`config.mk`:
```
export PLATFORM = sky130hd
export DESIGN_NAME = utf8_validate_utf16_count
export DESIGN_NICKNAME = d
export VERILOG_FILES = /design/src/hw/rtl/utf8v_pkg.sv /design/src/hw/rtl/utf8_validate_utf16_count.sv
export SDC_FILE = /design/constraint.sdc
export NUM_CORES = 1
export LEC_CHECK = 0
export ABC_AREA = 1
export CAP_MARGIN = 20
export CORE_AREA = 2 2 105 117
export CTS_CLUSTER_SIZE = 8
export DETAILED_ROUTE_END_ITERATION = 8
export DIE_AREA = 0 0 107 119
export DONT_BUFFER_PORTS = 1
export PLACE_DENSITY_LB_ADDON = 0.2
export SKIP_CTS_REPAIR_TIMING = 1
export SLEW_MARGIN = 25
export SYNTH_ARGS = -nofsm -noshare
export SYNTH_HDL_FRONTEND = slang
export SYNTH_SLANG_ARGS = --single-unit
```
`constraint.sdc`:
```
create_clock -name clk -period 3.9 [get_ports clk]
set_input_delay 0.195 -clock clk [delete_from_list [all_inputs] [get_ports clk]]
set_output_delay 0.195 -clock clk [all_outputs]
set_load 0.02 [all_outputs]
```
`src/hw/rtl/utf8v_pkg.sv`:
```
// ----------------------------------------------------------------------------
// utf8v_pkg
// Types and constants for the streaming utf-8 validator and utf-16 counter.
// ----------------------------------------------------------------------------
package utf8v_pkg;

    localparam int COUNT_WIDTH_DEF = 20;
    localparam int TOTAL_W         = 20;
    localparam int CP_W            = 21;

    localparam logic [7:0] ASCII_LIMIT  = 8'h80;
    localparam logic [7:0] LEAD2_MASK   = 8'hE0;
    localparam logic [7:0] LEAD2_CODE   = 8'hC0;
    localparam logic [7:0] LEAD3_MASK   = 8'hF0;
    localparam logic [7:0] LEAD3_CODE   = 8'hE0;
    localparam logic [7:0] LEAD4_MASK   = 8'hF8;
    localparam logic [7:0] LEAD4_CODE   = 8'hF0;
    localparam logic [7:0] CONT_MASK    = 8'hC0;
    localparam logic [7:0] CONT_CODE    = 8'h80;
    localparam logic [7:0] CONT_BITS    = 8'h3F;
    localparam logic [7:0] LEAD2_BITS   = 8'h1F;
    localparam logic [7:0] LEAD3_BITS   = 8'h0F;
    localparam logic [7:0] LEAD4_BITS   = 8'h07;

    localparam logic [CP_W-1:0] CP_MAX        = 21'h10FFFF;
    localparam logic [CP_W-1:0] SURR_LOW      = 21'h00D800;
    localparam logic [CP_W-1:0] SURR_HIGH     = 21'h00DFFF;
    localparam logic [CP_W-1:0] SUPPLEMENTARY = 21'h010000;
    localparam logic [CP_W-1:0] MIN_LEN2      = 21'h000080;
    localparam logic [CP_W-1:0] MIN_LEN3      = 21'h000800;

    localparam logic [1:0] SEQ_NONE = 2'd0;
    localparam logic [1:0] SEQ_TWO  = 2'd1;
    localparam logic [1:0] SEQ_THREE = 2'd2;
    localparam logic [1:0] SEQ_FOUR = 2'd3;

    typedef struct packed {
        logic [7:0] in_byte;
        logic       last;
    } in_item_t;

    typedef struct packed {
        logic               cp_valid;
        logic [CP_W-1:0]    code_point;
        logic [1:0]         unit_count;
        logic               bad_input;
        logic               string_end;
        logic [TOTAL_W-1:0] total_units;
        logic               total_saturated;
    } out_item_t;

    function automatic logic [CP_W-1:0] min_for_len(input logic [1:0] seq_len);
        logic [CP_W-1:0] m;
        begin
            unique case (seq_len)
                SEQ_TWO:   m = MIN_LEN2;
                SEQ_THREE: m = MIN_LEN3;
                SEQ_FOUR:  m = SUPPLEMENTARY;
                default:   m = '0;
            endcase
            return m;
        end
    endfunction

endpackage

```
`src/hw/rtl/utf8_validate_utf16_count.sv`:
```
// ----------------------------------------------------------------------------
// utf8_validate_utf16_count: one result beat per byte beat, result registered
// one byte per cycle unless stalled; decode state, result reg in one stage
// async reset clears decode state, totals and the result valid
// ----------------------------------------------------------------------------
module utf8_validate_utf16_count #(
    parameter int COUNT_WIDTH = utf8v_pkg::COUNT_WIDTH_DEF
) (
    input  logic                 clk,
    input  logic                 rst_n,
    input  logic                 byte_valid,
    output logic                 byte_stall,
    input  utf8v_pkg::in_item_t  byte_data,
    output logic                 res_valid,
    input  logic                 res_stall,
    output utf8v_pkg::out_item_t res_data
);
    import utf8v_pkg::*;

    localparam int EXT_W = (COUNT_WIDTH > TOTAL_W) ? COUNT_WIDTH : TOTAL_W;
    localparam logic [COUNT_WIDTH-1:0] COUNT_MAX = '1;

    logic [1:0]             pending_reg, pending_next;
    logic [1:0]             seq_len_reg, seq_len_next;
    logic [CP_W-1:0]        partial_reg, partial_next;
    logic                   error_reg, error_next;
    logic [COUNT_WIDTH-1:0] total_reg, total_next;
    logic                   sat_reg, sat_next;
    logic                   res_valid_reg, res_valid_next;
    out_item_t              res_reg, res_next;

    logic                   accept;
    logic [7:0]             b;
    logic                   done;
    logic [CP_W-1:0]        cp;
    logic [CP_W-1:0]        shifted;
    logic [1:0]             units;
    logic [COUNT_WIDTH:0]   sum;
    logic [EXT_W-1:0]       total_ext;

    assign byte_stall = res_valid_reg & res_stall;
    assign accept     = byte_valid & ~byte_stall;
    assign res_valid  = res_valid_reg;
    assign res_data   = res_reg;

    always_comb
    begin
        b            = byte_data.in_byte;
        pending_next = pending_reg;
        seq_len_next = seq_len_reg;
        partial_next = partial_reg;
        error_next   = error_reg;
        total_next   = total_reg;
        sat_next     = sat_reg;
        done         = 1'b0;
        cp           = '0;
        units        = 2'd0;
        shifted      = {partial_reg[CP_W-7:0], b[5:0] & CONT_BITS[5:0]};
        sum          = '0;

        if (!error_reg)
        begin
            if (pending_reg == 2'd0)
            begin
                priority if (b < ASCII_LIMIT)
                begin
                    cp           = {13'd0, b};
                    done         = 1'b1;
                    seq_len_next = SEQ_NONE;
                end
                else if ((b & LEAD2_MASK) == LEAD2_CODE)
                begin
                    seq_len_next = SEQ_TWO;
                    pending_next = 2'd1;
                    partial_next = {13'd0, b & LEAD2_BITS};
                end
                else if ((b & LEAD3_MASK) == LEAD3_CODE)
                begin
                    seq_len_next = SEQ_THREE;
                    pending_next = 2'd2;
                    partial_next = {13'd0, b & LEAD3_BITS};
                end
                else if ((b & LEAD4_MASK) == LEAD4_CODE)
                begin
                    seq_len_next = SEQ_FOUR;
                    pending_next = 2'd3;
                    partial_next = {13'd0, b & LEAD4_BITS};
                end
                else
                begin
                    error_next = 1'b1;
                end
            end
            else if ((b & CONT_MASK) != CONT_CODE)
            begin
                error_next   = 1'b1;
                pending_next = 2'd0;
            end
            else
            begin
                partial_next = shifted;
                pending_next = pending_reg - 2'd1;
                if (pending_reg == 2'd1)
                begin
                    if (shifted < min_for_len(seq_len_reg) || shifted > CP_MAX ||
                        (shifted >= SURR_LOW && shifted <= SURR_HIGH))
                    begin
                        error_next = 1'b1;
                    end
                    else
                    begin
                        done = 1'b1;
                        cp   = shifted;
                    end
                end
            end
        end

        if (done)
        begin
            units = (cp >= SUPPLEMENTARY) ? 2'd2 : 2'd1;
            sum   = {1'b0, total_reg} + (COUNT_WIDTH+1)'(units);
            if (sum[COUNT_WIDTH])
            begin
                total_next = COUNT_MAX;
                sat_next   = 1'b1;
            end
            else
            begin
                total_next = sum[COUNT_WIDTH-1:0];
            end
            partial_next = '0;
            seq_len_next = SEQ_NONE;
        end

        if (byte_data.last && pending_next != 2'd0)
        begin
            error_next = 1'b1;
        end

        total_ext = EXT_W'(total_next);

        res_next.cp_valid        = done;
        res_next.code_point      = cp;
        res_next.unit_count      = units;
        res_next.bad_input       = error_next;
        res_next.string_end      = byte_data.last;
        res_next.total_units     = (byte_data.last && error_next) ? '0
                                                                  : total_ext[TOTAL_W-1:0];
        res_next.total_saturated = sat_next;

        if (byte_data.last)
        begin
            pending_next = 2'd0;
            seq_len_next = SEQ_NONE;
            partial_next = '0;
            error_next   = 1'b0;
            total_next   = '0;
            sat_next     = 1'b0;
        end

        if (accept)
        begin
            res_valid_next = 1'b1;
        end
        else if (!res_stall)
        begin
            res_valid_next = 1'b0;
        end
        else
        begin
            res_valid_next = res_valid_reg;
        end
    end

    always_ff @(posedge clk or negedge rst_n)
    begin
        if (!rst_n)
        begin
            pending_reg   <= 2'd0;
            seq_len_reg   <= SEQ_NONE;
            partial_reg   <= '0;
            error_reg     <= 1'b0;
            total_reg     <= '0;
            sat_reg       <= 1'b0;
            res_valid_reg <= 1'b0;
        end
        else
        begin
            res_valid_reg <= res_valid_next;
            if (accept)
            begin
                pending_reg <= pending_next;
                seq_len_reg <= seq_len_next;
                partial_reg <= partial_next;
                error_reg   <= error_next;
                total_reg   <= total_next;
                sat_reg     <= sat_next;
            end
        end
    end

    always_ff @(posedge clk)
    begin
        if (accept)
        begin
            res_reg <= res_next;
        end
    end

endmodule
```
# After elaboration in Yosys (flattened, before gate mapping)
# Index checks and enable logic that the tools add are counted.
totals:
  regBits: 89
  input_bits: 13
  wordCells: 111
classes:
  add_sub_neg: 2
  order_cmp: 6
  eq_ne: 13
  n_mux: 62
  n_bitwise: 3
  reduce_logical: 11
op_table:
  columns: ["cell", "n"]
  rows:
  - ["$mux W21", 9]
  - ["$mux W15", 9]
  - ["$mux W20", 3]
  - ["$pmux W17 S3", 1]
  - ["$mux W2", 17]
  - ["$mux W1", 22]
  - ["$add A20 B2 Y21", 1]
  - ["$ge A21 B16 Y1 const B", 1]
  - ["$ge A21 B17 Y1 const B", 1]
  - ["$gt A21 B21 Y1 const B", 1]
  - ["$le A21 B16 Y1 const B", 1]
  - ["$lt A21 B21 Y1", 1]
  - ["$lt A8 B8 Y1 const B", 1]
  - ["$mux W8", 1]
  - ["$ne A4 B4 Y1 const B", 2]
  - ["$ne A6 B3 Y1 const B", 1]
  - ["$reduce_bool A6 Y1", 1]
  - ["$eq A5 B5 Y1 const B", 1]
  - ["$reduce_and A5 Y1", 1]
  - ["$eq A2 B1 Y1 const B", 2]
  - ["$eq A2 B2 Y1 const B", 2]
  - ["$eq A4 B4 Y1 const B", 1]
  - ["$reduce_and A4 Y1", 1]
  - ["$eq A3 B3 Y1 const B", 1]
  - ["other kinds (11)", 15]

# Logic depth before layout (Yosys ltp)
depth:
  ltp_word: 20
  mapped_depth: 27

# Worst setup path after synthesis
# Ideal clock, no wire load.
synth_timing:
  path_kind: "register -> register"
  from: "register seq_len_reg[0]"
  to: "register res_reg (netlist bit res_data[16]) (data pin)"
  setup_ns: 0.127
  t_arrival_ns: 3.132
  required_ns: 3.773
  setup_slack_ns: 0.641
  path_stages_with_launch: 26
  path_buffers: 1
  path_cell_list: "dfrtp_1 > inv_1 > nand2_1 > ha_1 > nor2_1 > nand2_1 > nor2_1 > nand2_1 > nand2_1 > nand2_1 > nand4_1 > nor2_1 > inv_1 > nor2_1 > nor2_1 > nand2_1 > inv_1 > ha_1 > fa_1 > nand3_1 > nor4_2 > buf_2 > nor2_1 > o21ai_1 > nand2_1 > inv_1"
synth_via:
  elab_chain_cells: 19
  elab_cells_between_ends: 33
synth_lines:
  columns: ["element", "line", "rtl"]
  rows:
  - ["start, declared", "utf8_validate_utf16_count.sv:24", "logic [1:0] seq_len_reg, seq_len_next;"]
  - ["start signal, assigned", "utf8_validate_utf16_count.sv:194", "seq_len_reg <= seq_len_next;"]
  - ["$eq A2 B2 Y1 / $eq A2 B1 Y1 (equally long branches)", "utf8v_pkg.sv:55", "unique case (seq_len)"]
  - ["$pmux W17 S3 *", "utf8v_pkg.sv:55", null]
  - ["$mux W21 *", "utf8_validate_utf16_count.sv:103", "if (pending_reg == 2'd1)"]
  - ["$mux W21 *", "utf8_validate_utf16_count.sv:94", "else if ((b & CONT_MASK) != CONT_CODE)"]
  - ["$mux W21 *", "utf8_validate_utf16_count.sv:63", "if (pending_reg == 2'd0)"]
  - ["$mux W21 *", "utf8_validate_utf16_count.sv:61", "if (!error_reg)"]
  - ["$lt A21 B21 Y1 *", "utf8_validate_utf16_count.sv:105", "if (shifted < min_for_len(seq_len_reg) || shifted > CP_MAX ||"]
  - ["$logic_or A1 B1 Y1 * (2 in a row)", "utf8_validate_utf16_count.sv:105", null]
  - ["[... 3 more ...]", null, null]
  - ["$mux W21 *", "utf8_validate_utf16_count.sv:63", null]
  - ["$mux W21 *", "utf8_validate_utf16_count.sv:61", null]
  - ["named net cp[16]", "utf8_validate_utf16_count.sv:35", "logic [CP_W-1:0] cp;"]
  - ["$ge A21 B17 Y1 *", "utf8_validate_utf16_count.sv:121", "units = (cp >= SUPPLEMENTARY) ? 2'd2 : 2'd1;"]
  - ["$mux W2 *", "utf8_validate_utf16_count.sv:121", null]
  - ["$add A20 B2 Y21 *", "utf8_validate_utf16_count.sv:122", "sum = {1'b0, total_reg} + (COUNT_WIDTH+1)'(units);"]
  - ["$mux W20 *", "utf8_validate_utf16_count.sv:123", "if (sum[COUNT_WIDTH])"]
  - ["$mux W20 *", "utf8_validate_utf16_count.sv:119", "if (done)"]
  - ["end signal, assigned", "utf8_validate_utf16_count.sv:207", "res_reg <= res_next;"]
  - ["end, declared", "utf8_validate_utf16_count.sv:30", "out_item_t res_reg, res_next;"]
# The timed path passes the listed nets; every way through them passes the cells marked *. The select of a mux whose other input is x is not followed.
# A chain may end at the register's enable or synchronous reset.

# Final worst setup path
# Same ends and word-level chain as after synthesis.

==> metrics.md <==
| Metric | Value |
|---|---|
| Worst-skew pair later-pin latency | about 350 ps |
| Clock Path Buffers | 2 |
| Total negative slack | 0 ps |
| Max rail drop VDD | 0.276 mV |
| Wirelength, routed | 11,000 um |
| Share of cells above drive strength 1 | 8.51% |
| CTS H-tree depth | 3 |
| Slowest cell delay on critical path | 400 ps |
| Height of the die | 119 um |
| Final instance area | between 5000 and 6000 um^2 |
| Total GRT Usage | 18.0% |
| Rel. slew slack | 42.5% |
| Die area | approximately 13,000 um^2 |
| Worst Skew | 12.9 ps |
| Die X | roughly 110 um |
| Number of flops mapped to enable cells by yosys | 47 |
| Wirelength per Cell | 15.0 um |
| Core footprint | approximately 12,000 um^2 |
| Synth unique cells | 39 |
| Peak Freq | 0.293 GHz |
| LEAKAGE | 2.36 nW |
| Yosys warns | 0 |
| Site Rows | 42 |
| Yosys top cell area share | 29.7% |
| Worst Setup End Kind | register |
| Syn Nets | 595 |
| Initial antenna violation count | 0 |
| # clock sinks | between 80 and 90 |
| DR DRC count | 0 |
| Seq/Total Area, Yosys | 51.8% |
| First-pass GRT wire length | around 18,000 um |
| Cell taking the most area after synthesis | edfxtp_1 |
| Setup violators final | 0 |
| Cells after synthesis | 575 |
| Vias per std cell | 5.09 |
| #FFs+latches synth | 89 |
| IO Count | 62 |
| Fin nets | 591 |
| Max FFs per register | 47 |
| Clock root cell | clkbuf_16 |
| Drt first-iter violations | 154 |
| Synth area leaders | edfxtp_1, dfrtp_1, nand2_1, nor2_1, inv_1 |
| DR vias | about 3.7k |
| CTS clk-pin slew, worst paths | 80 ps |
| CP Class | register to register |
| Congestion Overflow GR | 0 |
| Worst path most repeated cell | nand2_1 |
| Area after DPL | a little under 5000 um^2 |
| Largest net degree at the start of global routing | between 50 and 60 |
| Vias in the first global route | between 3k and 4k |
| Ant. Diodes | 0 |
| CP max stage cell | dfrtp_1 |
| Hold Path Class | input port to register |
| DPL Wire Length | 7530 um |
| Slew Viols, Final | 0 |
| Max cap viols | 0 |
| P per Cell Area | between 500 and 600 nW/um^2 |
| DRT antenna net count | 0 |
| Post-Syn Area | roughly 4800 um^2 |
| Final hold violation count | 0 |
| Worst r2r path cells | 26 |
| Critical Path AT | 3520 ps |
| Drt first pass iters | 4 |
| Final core occ | 44.9% |
| Worst Tran Pin Value | 863 ps |
| Crit path max fanout | 6 |
| Starting density of the core | 40.6% |
| Count of buffers from port buffering | 0 |
| Worst hold slack | 5.04 ps |
| Crit start category | register |
| Num CTS Buffers | 9 |
| Area Growth Syn to Fin | 10.7% |
| FFs w/ async S/R, synth | 47.2% |
| Avg Inst Size Synth | 8.26 um^2 |
| Fin crit share | approximately 88% |
| Primary FF master, synth | edfxtp_1 |
| Tmin final | around 3400 ps |
| Status | finished clean |
| CTS tree | yes |
| Gpl congestion | 0.887 |
| Worst path required time | 4000 ps |
| RSZ-0062 raised after global routing | false |
| Hold path depth | 3 |
## area by class of cell
| class | instances | area [um^2] |
|---|---|---|
| clock buffers | 9 | 225 |
| multi-input cells | 401 | 1970 |
| fillers | 1180 | 6460 |
| well taps | 154 | 193 |
| clock inverters | 7 | 61.3 |
| repair buffers | 13 | 135 |
| inverters | 57 | 214 |
| flip-flops and latches | 89 | 2460 |
## cell usage after synthesis (all sizes together), types with 7 or more instances
cell,number
nand2,187
nor2,77
edfxtp,47
inv,57
clkbuf,10
nor3,15
buf,18
nand4,26
xor2,11
nand3,20
dfrtp,42
o21ai,35
xnor2,7
## per-layer routing
metal  wire, um  track usage (%)  vias up
li1           -                -     1855
met1       4740             21.1     1768
met2       5570             31.8       82
met3        454             4.00       13
met4        187             7.31        0
met5          0                0        -
## critical path, delay by kind of cell (launching register included)
| kind | cells | cell delay [ps] |
|---|---|---|
| adder cells (fa/ha/maj) | 2 | 500 |
| XOR/XNOR | 1 | 150 |
| buffers and inverters | 3 | 230 |
| AO/OA/AOI/OAI | 1 | 90 |
| AND/OR/NAND/NOR | 19 | 1790 |
| flip-flops | 1 | 400 |
## cells in the final DEF (no fill, tap or decap), types with 2 or more instances in the layout
master         count
a21oi_1            3
buf_4              6
buf_6              2
clkbuf_16          9
dfrtp_1           42
dlygate4sd3_1      4
edfxtp_1          47
ha_1               5
inv_1             52
inv_2              5
inv_6              2
inv_8              2
nand2_1          184
nand2_2            3
nand3_1           15
nand3_2            2
nand3_4            3
nand4_1           26
nor2_1            72
nor2_2             3
nor2_4             2
nor3_1            14
o21ai_0           12
o21ai_1           23
o22ai_1            2
xnor2_1            7
xor2_1            11
## power by group
part           switching (W)  internal, W  total [W]  leakage (nW)
registers           0.000116      0.00110    0.00121          1.04
logic               0.000466     0.000172   0.000637          1.17
clock network       0.000406     0.000446   0.000852         0.140
## logic make-up after synthesis
| kind of cell | synth area share (%) |
|---|---|
| compound gates | 5.13 |
| fa+ha+maj | 2.00 |
| xor+xnor | 3.32 |
| flops | 51.8 |
| simple gates | 30.1 |
| buf+inv | 7.64 |
## path summary, 6_finish.rpt
| kind | slack (ps) | start | endpoint |
|---|---|---|---|
| max | 480 | seq_len_reg[0] | res_data[16] |
| min | 5 | byte_data[0] | partial_reg[5] |
| max reg2reg | 480 | seq_len_reg[0] | res_data[16] |
| min reg2reg | 500 | partial_reg[0] | partial_reg[0] |
| max in group asynchronous | 3300 | rst_n | total_reg[12] |
| min in group asynchronous | 380 | rst_n | total_reg[9] |
## through the flow
stage	setup WS (ps)	std cells	total power, W
final	484	730	0.00270
after global routing	38.7	730	0.00287
after CTS	186	724	0.00272
after detailed placement	217	708	0.00186
after global placement	320	708	0.00185
after floorplan	641	575	0.00174
Note: power is estimated with default switching activity, not from simulation.
